$ cat src/dfmt_pkg.sv
// shared types and constants of the decimal field formatter
package dfmt_pkg;

  localparam int unsigned VALUE_W  = 32;
  localparam int unsigned LEN_W    = 4;
  localparam int unsigned COL_W    = 7;
  localparam int unsigned PAGE_W   = 3;
  localparam int unsigned FONT_W   = 5;
  localparam int unsigned STEP_W   = 4;
  localparam int unsigned CHAR_W   = 7;
  localparam int unsigned ROW_W    = 4;
  localparam int unsigned BCD_DIG_W = 4;
  localparam int unsigned CNT_W    = 6;

  localparam logic [CHAR_W-1:0] CHAR_ZERO  = 7'h30;
  localparam logic [CHAR_W-1:0] CHAR_SPACE = 7'h20;
  localparam logic [ROW_W-1:0]  ROW_WRAP_INC = 4'd2;

  localparam int unsigned QUEUE_DEPTH = 2;

  // one classified formatting job handed from front to back
  typedef struct packed {
    logic [VALUE_W-1:0] value;
    logic [LEN_W-1:0]   len;
    logic [COL_W-1:0]   x0;
    logic [PAGE_W-1:0]  y0;
    logic [STEP_W-1:0]  step;
    logic               zpad;
  } dfmt_cmd_t;

endpackage

$ cat src/dfmt_front.sv
// front end: accepts numbers, clamps the digit count, drops empty fields
module dfmt_front #(
  parameter int unsigned MAX_DIGITS = 10
) (
  input  logic                          in_valid_i,
  output logic                          in_stall_o,
  input  logic [dfmt_pkg::VALUE_W-1:0]  value_i,
  input  logic [dfmt_pkg::LEN_W-1:0]    digit_count_i,
  input  logic [dfmt_pkg::COL_W-1:0]    start_column_i,
  input  logic [dfmt_pkg::PAGE_W-1:0]   page_row_i,
  input  logic [dfmt_pkg::FONT_W-1:0]   font_size_i,
  input  logic                          pad_with_zero_i,
  input  logic                          q_full_i,
  output logic                          q_push_o,
  output dfmt_pkg::dfmt_cmd_t           q_cmd_o
);
  import dfmt_pkg::*;

  localparam logic [LEN_W-1:0] MAX_LEN = LEN_W'(MAX_DIGITS);

  logic [LEN_W-1:0] len_sat;

  always_comb begin
    len_sat = (digit_count_i > MAX_LEN) ? MAX_LEN : digit_count_i;
  end

  assign in_stall_o = q_full_i;
  // a zero-length field produces nothing, so it never enters the queue
  assign q_push_o   = in_valid_i && !q_full_i && (len_sat != '0);

  always_comb begin
    q_cmd_o.value = value_i;
    q_cmd_o.len   = len_sat;
    q_cmd_o.x0    = start_column_i;
    q_cmd_o.y0    = page_row_i;
    q_cmd_o.step  = font_size_i[FONT_W-1:1];
    q_cmd_o.zpad  = pad_with_zero_i;
  end

endmodule

$ cat src/dfmt_queue.sv
// two-entry job queue between front and back
module dfmt_queue (
  input  logic                clk_i,
  input  logic                rst_ni,
  input  logic                push_i,
  input  dfmt_pkg::dfmt_cmd_t push_cmd_i,
  output logic                full_o,
  input  logic                pop_i,
  output logic                empty_o,
  output dfmt_pkg::dfmt_cmd_t pop_cmd_o
);
  import dfmt_pkg::*;

  localparam int unsigned PTR_W = (QUEUE_DEPTH > 1) ? $clog2(QUEUE_DEPTH) : 1;
  localparam int unsigned CNT_Q_W = $clog2(QUEUE_DEPTH + 1);
  localparam logic [CNT_Q_W-1:0] DEPTH_CNT = CNT_Q_W'(QUEUE_DEPTH);
  localparam logic [PTR_W-1:0] LAST_PTR = PTR_W'(QUEUE_DEPTH - 1);

  dfmt_cmd_t          mem_q [QUEUE_DEPTH];
  logic [PTR_W-1:0]   wr_ptr_q, rd_ptr_q;
  logic [CNT_Q_W-1:0] cnt_q;

  assign full_o    = (cnt_q == DEPTH_CNT);
  assign empty_o   = (cnt_q == '0);
  assign pop_cmd_o = mem_q[rd_ptr_q];

  always_ff @(posedge clk_i) begin
    if (push_i) begin
      mem_q[wr_ptr_q] <= push_cmd_i;
    end
  end

  always_ff @(posedge clk_i or negedge rst_ni) begin
    if (!rst_ni) begin
      wr_ptr_q <= '0;
      rd_ptr_q <= '0;
      cnt_q    <= '0;
    end else begin
      if (push_i) begin
        wr_ptr_q <= (wr_ptr_q == LAST_PTR) ? '0 : wr_ptr_q + 1'b1;
      end
      if (pop_i) begin
        rd_ptr_q <= (rd_ptr_q == LAST_PTR) ? '0 : rd_ptr_q + 1'b1;
      end
      if (push_i && !pop_i) begin
        cnt_q <= cnt_q + 1'b1;
      end else if (pop_i && !push_i) begin
        cnt_q <= cnt_q - 1'b1;
      end
    end
  end

  a_no_overflow: assert property (@(posedge clk_i) disable iff (!rst_ni)
    full_o |-> !push_i)
    else $error("queue written while full");

  a_no_underflow: assert property (@(posedge clk_i) disable iff (!rst_ni)
    empty_o |-> !pop_i)
    else $error("queue read while empty");

  a_count_range: assert property (@(posedge clk_i) disable iff (!rst_ni)
    cnt_q <= DEPTH_CNT)
    else $error("queue count out of range");

endmodule

$ cat src/dfmt_back.sv
// back end: iterative binary to bcd conversion, then one character per cycle unless the output stalls
module dfmt_back #(
  parameter int unsigned MAX_DIGITS   = 10,
  parameter int unsigned LINE_COLUMNS = 128
) (
  input  logic                          clk_i,
  input  logic                          rst_ni,
  input  logic                          q_empty_i,
  input  dfmt_pkg::dfmt_cmd_t           q_cmd_i,
  output logic                          q_pop_o,
  output logic                          out_valid_o,
  input  logic                          out_stall_i,
  output logic [dfmt_pkg::CHAR_W-1:0]   char_code_o,
  output logic [dfmt_pkg::COL_W-1:0]    column_o,
  output logic [dfmt_pkg::ROW_W-1:0]    row_o,
  output logic                          last_o
);
  import dfmt_pkg::*;

  localparam int unsigned BCD_W = MAX_DIGITS * BCD_DIG_W;
  localparam int unsigned IDX_W = (MAX_DIGITS > 1) ? $clog2(MAX_DIGITS) : 1;
  localparam logic [8:0]  LAST_COL = 9'(LINE_COLUMNS - 1);
  localparam logic [CNT_W-1:0] CONV_CYCLES = CNT_W'(VALUE_W);

  typedef enum logic [1:0] {ST_IDLE, ST_CONV, ST_EMIT} state_e;

  state_e               state_q;
  logic [VALUE_W-1:0]   value_q;
  logic [BCD_W-1:0]     bcd_q;
  logic [CNT_W-1:0]     cnt_q;
  logic [IDX_W-1:0]     idx_q;
  logic [7:0]           col_q;
  logic [PAGE_W-1:0]    y0_q;
  logic [STEP_W-1:0]    step_q;
  logic                 zpad_q;
  logic                 shown_q;
  logic                 out_valid_q;
  logic [CHAR_W-1:0]    char_q;
  logic [COL_W-1:0]     column_q;
  logic [ROW_W-1:0]     row_q;
  logic                 last_q;

  logic [BCD_DIG_W-1:0] cur_digit;
  logic                 pad;
  logic                 is_last;
  logic [CHAR_W-1:0]    char_d;
  logic                 wrap;
  logic                 out_free;
  logic [BCD_W-1:0]     bcd_adj;

  // add 3 to every bcd digit of 5 or more before the shift
  function automatic logic [BCD_W-1:0] dabble(input logic [BCD_W-1:0] b);
    logic [BCD_W-1:0] r;
    r = b;
    for (int i = 0; i < MAX_DIGITS; i++) begin
      if (r[i*BCD_DIG_W +: BCD_DIG_W] >= 4'd5) begin
        r[i*BCD_DIG_W +: BCD_DIG_W] = r[i*BCD_DIG_W +: BCD_DIG_W] + 4'd3;
      end
    end
    return r;
  endfunction

  always_comb begin
    bcd_adj   = dabble(bcd_q);
    cur_digit = bcd_q[idx_q*BCD_DIG_W +: BCD_DIG_W];
    is_last   = (idx_q == '0);
    pad       = !shown_q && !is_last && (cur_digit == '0);
    if (pad) begin
      char_d = zpad_q ? CHAR_ZERO : CHAR_SPACE;
    end else begin
      char_d = CHAR_ZERO + CHAR_W'(cur_digit);
    end
    wrap     = ({1'b0, col_q} > LAST_COL);
    out_free = !out_valid_q || !out_stall_i;
  end

  assign q_pop_o     = (state_q == ST_IDLE) && !q_empty_i;
  assign out_valid_o = out_valid_q;
  assign char_code_o = char_q;
  assign column_o    = column_q;
  assign row_o       = row_q;
  assign last_o      = last_q;

  always_ff @(posedge clk_i or negedge rst_ni) begin
    if (!rst_ni) begin
      state_q     <= ST_IDLE;
      value_q     <= '0;
      bcd_q       <= '0;
      cnt_q       <= '0;
      idx_q       <= '0;
      col_q       <= '0;
      y0_q        <= '0;
      step_q      <= '0;
      zpad_q      <= 1'b0;
      shown_q     <= 1'b0;
      out_valid_q <= 1'b0;
      char_q      <= '0;
      column_q    <= '0;
      row_q       <= '0;
      last_q      <= 1'b0;
    end else begin
      if (out_valid_q && !out_stall_i) begin
        out_valid_q <= 1'b0;
      end
      case (state_q)
        ST_IDLE: begin
          if (!q_empty_i) begin
            value_q <= q_cmd_i.value;
            bcd_q   <= '0;
            cnt_q   <= CONV_CYCLES;
            idx_q   <= IDX_W'(q_cmd_i.len - 1'b1);
            col_q   <= {1'b0, q_cmd_i.x0};
            y0_q    <= q_cmd_i.y0;
            step_q  <= q_cmd_i.step;
            zpad_q  <= q_cmd_i.zpad;
            shown_q <= 1'b0;
            state_q <= ST_CONV;
          end
        end
        ST_CONV: begin
          // truncating the bcd register keeps only the low digits we need
          bcd_q   <= {bcd_adj[BCD_W-2:0], value_q[VALUE_W-1]};
          value_q <= value_q << 1;
          cnt_q   <= cnt_q - 1'b1;
          if (cnt_q == 6'd1) begin
            state_q <= ST_EMIT;
          end
        end
        ST_EMIT: begin
          if (out_free) begin
            out_valid_q <= 1'b1;
            char_q      <= char_d;
            column_q    <= wrap ? '0 : col_q[COL_W-1:0];
            row_q       <= wrap ? ({1'b0, y0_q} + ROW_WRAP_INC) : {1'b0, y0_q};
            last_q      <= is_last;
            if (!pad) begin
              shown_q <= 1'b1;
            end
            col_q <= col_q + {4'd0, step_q};
            idx_q <= idx_q - 1'b1;
            if (is_last) begin
              state_q <= ST_IDLE;
            end
          end
        end
        default: begin
          state_q <= ST_IDLE;
        end
      endcase
    end
  end

  a_pop_only_idle: assert property (@(posedge clk_i) disable iff (!rst_ni)
    q_pop_o |=> (state_q == ST_CONV))
    else $error("job popped without starting conversion");

  a_conv_to_emit: assert property (@(posedge clk_i) disable iff (!rst_ni)
    (state_q == ST_CONV && cnt_q == 6'd1) |=> (state_q == ST_EMIT))
    else $error("conversion did not finish after all bits");

  a_digit_decimal: assert property (@(posedge clk_i) disable iff (!rst_ni)
    (state_q == ST_EMIT) |-> (cur_digit <= 4'd9))
    else $error("bcd digit out of range");

  a_last_ends_job: assert property (@(posedge clk_i) disable iff (!rst_ni)
    (state_q == ST_EMIT && out_free && is_last) |=> (state_q == ST_IDLE && last_q))
    else $error("final character did not end the job");

endmodule

$ cat src/decimal_field_formatter_unit.sv
// flow: an accepted number is queued, then run through the bit-serial 32-step
//   bcd conversion before its first character shows; one character follows per
//   cycle unless stalled; the back end takes one number at a time, and a
//   two-entry queue buffers jobs behind it
// reset: asynchronous active low, empties the queue and returns to idle
module decimal_field_formatter_unit #(
  parameter int unsigned MAX_DIGITS   = 10,
  parameter int unsigned LINE_COLUMNS = 128
) (
  input  logic                          clk_i,
  input  logic                          rst_ni,
  input  logic                          in_valid_i,
  output logic                          in_stall_o,
  input  logic [dfmt_pkg::VALUE_W-1:0]  value_i,
  input  logic [dfmt_pkg::LEN_W-1:0]    digit_count_i,
  input  logic [dfmt_pkg::COL_W-1:0]    start_column_i,
  input  logic [dfmt_pkg::PAGE_W-1:0]   page_row_i,
  input  logic [dfmt_pkg::FONT_W-1:0]   font_size_i,
  input  logic                          pad_with_zero_i,
  output logic                          out_valid_o,
  input  logic                          out_stall_i,
  output logic [dfmt_pkg::CHAR_W-1:0]   char_code_o,
  output logic [dfmt_pkg::COL_W-1:0]    column_o,
  output logic [dfmt_pkg::ROW_W-1:0]    row_o,
  output logic                          last_o
);
  import dfmt_pkg::*;

  logic      q_push, q_full, q_pop, q_empty;
  dfmt_cmd_t push_cmd, pop_cmd;

  dfmt_front #(
    .MAX_DIGITS(MAX_DIGITS)
  ) u_front (
    .in_valid_i      (in_valid_i),
    .in_stall_o      (in_stall_o),
    .value_i         (value_i),
    .digit_count_i   (digit_count_i),
    .start_column_i  (start_column_i),
    .page_row_i      (page_row_i),
    .font_size_i     (font_size_i),
    .pad_with_zero_i (pad_with_zero_i),
    .q_full_i        (q_full),
    .q_push_o        (q_push),
    .q_cmd_o         (push_cmd)
  );

  dfmt_queue u_queue (
    .clk_i      (clk_i),
    .rst_ni     (rst_ni),
    .push_i     (q_push),
    .push_cmd_i (push_cmd),
    .full_o     (q_full),
    .pop_i      (q_pop),
    .empty_o    (q_empty),
    .pop_cmd_o  (pop_cmd)
  );

  dfmt_back #(
    .MAX_DIGITS   (MAX_DIGITS),
    .LINE_COLUMNS (LINE_COLUMNS)
  ) u_back (
    .clk_i       (clk_i),
    .rst_ni      (rst_ni),
    .q_empty_i   (q_empty),
    .q_cmd_i     (pop_cmd),
    .q_pop_o     (q_pop),
    .out_valid_o (out_valid_o),
    .out_stall_i (out_stall_i),
    .char_code_o (char_code_o),
    .column_o    (column_o),
    .row_o       (row_o),
    .last_o      (last_o)
  );

endmodule
$ cat config.mk
export PLATFORM = sky130hd
export DESIGN_NAME = decimal_field_formatter_unit
export DESIGN_NICKNAME = d
export VERILOG_FILES = /design/src/dfmt_pkg.sv /design/src/dfmt_front.sv /design/src/dfmt_queue.sv /design/src/dfmt_back.sv /design/src/decimal_field_formatter_unit.sv
export SDC_FILE = /design/constraint.sdc
export NUM_CORES = 1
export LEC_CHECK = 0
export ABC_CLOCK_PERIOD_IN_PS = 4500
export BUFFER_PORTS_ARGS = -buffer_cell sky130_fd_sc_hd__buf_2
export CORE_MARGIN = 1
export CORE_UTILIZATION = 49
export DETAILED_ROUTE_END_ITERATION = 10
export PLACE_DENSITY = 0.67
export RECOVER_POWER = 25
export SETUP_SLACK_MARGIN = 0.1
export SYNTH_ARGS = -nofsm -noshare
export SYNTH_HDL_FRONTEND = slang
export SYNTH_SLANG_ARGS = --single-unit
$ cat constraint.sdc
create_clock -name clk_i -period 4.5 [get_ports clk_i]
set_clock_uncertainty 0.05 [all_clocks]
set_input_delay 0.45 -clock clk_i [delete_from_list [all_inputs] [get_ports clk_i]]
set_output_delay 0.45 -clock clk_i [all_outputs]
set_load 0.01 [all_outputs]
==> results.yml <==
timing:
  worst_slew_pin_slew_ps: 813
  rsz0062_at_grt: "false"
  hold_violations: 0
  fin_crit_ps: 2370
  slew_headroom: 0.457
  period_share: 0.527
  slew_violations: 0
  setup_viol: 0
  tns_ps: 0
  clock.fmax_mhz: 422
  holdWs_ps: 73.3
yosys:
  yosysMostFrequentCell: "dfrtp_1"
  yosys.cell_types.count: 55
  syn_avg_cell_area_um2: 12.1
  synthFlopType: "dfrtp_1"
  synthArstFlopShare: 0.549
  synth_common_cells: "dfrtp_1, edfxtp_1, nand2_1, nor2_1, mux2i_1"
  yosysTopAreaCellShare: 0.307
  synth_nets: 923
  yosys.area.top_type: "dfrtp_1"
  ys_seq_area_frac: 0.610
  yosysWarnings: 0
  ys_seq_elements: 226
  synth_edf_count: 102
  netlist_area_um2: 10100
  syn_inst: 837
  yosys-top-cells-area: "dfrtp_1, edfxtp_1, mux2i_1"
global_route:
  grt_start_max_net_pins: 75
  overflow: 0
  grt_pass1_vias: 6206
  grt_pass1_wl_um: 31600
  antenna_found_initial: 0
  grt.total_usage: 0.184
worst_setup_path:
  crit_path_end_kind: "flop"
  slowest_delay_ps: 630
  cp_max_fo: 14
  cp_top_family: "compound AO/OA/AOI/OAI gates"
  r2r_cells: 6
  cpMaxStageDelayCell: "a2111oi_1"
  r2r-end: "u_back.char_code_o[4]$_DFFE_PN0P_"
  r2r_start: "u_back.idx_q[0]$_DFFE_PN0P_"
  crit_type: "flop to flop"
  required_ps: 4890
  timing.critical_path.arrival_ps: 2760
  cp-start-kind: "flop"
  r2r_setup_slack_ps: 2130
  path_cells: "buf_4 -> mux4_2 -> nor2_1 -> a2111oi_1 -> nor4_1 -> a31oi_1"
  crit_buf_inv: 1
clock_tree:
  clock-root-buffer: "clkbuf_16"
  max-clock-path-buffers: 3
  clkSinkCount: 226
  numCtsBuffers: 24
  cts_tree: "yes"
  cts_resized: 0
  clk_pin_slew_ps: 60
  clkLatencyLatePin_ps: 510
  htree_num_levels: 1
pwr:
  ir_drop_uv: 380
  leakagePower_nw: 4.87
  finalPower_w: 0.00739
  power_density_nw_per_um2: 644
finish:
  layout-drive-gt1-share: 0.139
  layout-area-overhead-vs-synth_pct: 13.5
  n_antenna_cell: 0
  nets: 994
  register_area_um2: 6170
  num-fill-cells: 1675
  multi_input_area_um2: 3590
die:
  die_h_um: 146
  dieArea_um2: 21200
  start_util: 0.500
  boundaryPins: 77
  num_rows: 52
  core_area_um2: 20200
  die_w_um: 146
drt:
  detail_route.vias_per_cell: 5.39
  drc: 0
  ant_nets: 0
  dr.pass1.iters: 5
  dr_total_vias: 6449
  first_iter_violations: 346
  wl_per_cell_um: 15.8
  routed_wl_um: 19000
min_path:
  min_from: "value_i[5]"
  holdCritPathClass: "primary input to flop"
  holdPathEnd: "u_queue.mem_q[1][24]$_DFFE_PP_"
  hold_depth: 1
run_status:
  status: "complete, no violations"
place:
  gp_congestion: 0.779
  hpwl_um: 12100
  io_buffers: 74
run:
  cap_viol_max_count: 0
## layer usage
metal  GRT usage  up-vias  wire length (µm)  share of wire
li1            -     3159                 -              -
met1       0.269     3130              9270           0.49
met2       0.289      130              8530           0.45
met3      0.0295       30               798          0.042
met4      0.0463        0               354          0.019
met5           0        -                 0              0
## state kept, by name, summed over array words and instances (netlist names), 2 cells and up
signal and cells:
u_queue.mem_q 102, u_back.y0_q 3, u_queue.cnt_q 2, u_back.state_q 2, u_back.cnt_q 6, u_back.step_q 4, u_back.column_o 7, u_back.row_o 4
u_back.idx_q 4, u_back.value_q 32, u_back.col_q 8, u_back.bcd_q 40, u_back.char_code_o 6
## power breakdown
part	total, W	internal [W]	switching (W)
clock network	0.00185	0.00109	0.000764
logic	0.00225	0.00100	0.00125
registers	0.00329	0.00281	0.000475
total	0.00739	0.00490	0.00249
## worst reg2reg max path, delay by kind of cell (launching register included)
family / cells / cell delay, ps
muxes: 1 / 280
DFF: 1 / 610
and+or+nand+nor: 2 / 200
AOI/OAI and AO/OA: 2 / 820
buffers and inverters: 1 / 340
## per-stage QoR
step | setup slack, ps | utilization | instance area, µm² | std cells
5_1_grt | 1940 | 0.567 | 11500 | 1196
3_5_place_dp | 2010 | 0.531 | 10700 | 1151
3_3_place_gp | 2020 | 0.531 | 10700 | 1151
2_1_floorplan | 1060 | - | 10100 | 837
4_1_cts | 2080 | 0.568 | 11500 | 1196
6_report | 2130 | 0.567 | 11500 | 1196
## cell type report
cell class / count / share of cell area
clock buffers: 33 / 0.0579
inverters: 38 / 0.0124
repair buffers: 91 / 0.0419
clock inverters: 11 / 0.00763
multi-input cells: 527 / 0.313
flip-flops and latches: 226 / 0.537
well taps: 270 / 0.0294
## timing repair
item                                    CTS  global route
hold buffers                              1             0
buffers inserted                          0             0
hold endpoints to repair                 56             0
endpoints found under the setup margin    0             0
## how the worst max path moves through the flow
stage | start | endpoint | slack, ps | depth (start not counted)
2_1_floorplan | digit_count_i[2] | u_queue.mem_q[0][0]$_DFFE_PP_ | 1060 | 3
3_3_place_gp | digit_count_i[2] | u_queue.mem_q[1][46]$_DFFE_PP_ | 2020 | 7
3_5_place_dp | digit_count_i[2] | u_queue.mem_q[1][42]$_DFFE_PP_ | 2010 | 7
4_1_cts | u_queue.cnt_q[0]$_DFFE_PN0P_ | u_queue.mem_q[0][37]$_DFFE_PP_ | 2080 | 5
5_1_grt | u_queue.cnt_q[0]$_DFFE_PN0P_ | u_queue.mem_q[0][37]$_DFFE_PP_ | 1940 | 5
6_report | u_back.idx_q[0]$_DFFE_PN0P_ | u_back.char_code_o[4]$_DFFE_PN0P_ | 2130 | 6
## logic make-up after synthesis
family / after synthesis / synth area share
flops: 226 / 0.610
simple gates: 219 / 0.0973
compound gates: 171 / 0.111
buf+inv: 84 / 0.0365
mux: 77 / 0.0822
fa+ha+maj: 30 / 0.0379
xor+xnor: 29 / 0.0251
other cells: 1 / 0.000371
## layout by cell type (no fill, tap or decap), drive strengths merged, types with 9 or more instances in the layout
master	netlist	layout
dfrtp	124	124
edfxtp	102	102
nand2	76	76
buf	16	72
nor2	69	69
mux2i	68	68
o21ai	61	61
clkbuf	30	51
a21oi	42	42
inv	38	38
nand3	33	33
a221o	31	31
ha	29	29
xnor2	25	25
nand2b	15	15
o22ai	12	12
clkinv	0	10
o32ai	9	9
(Power assumes the default switching activity.)
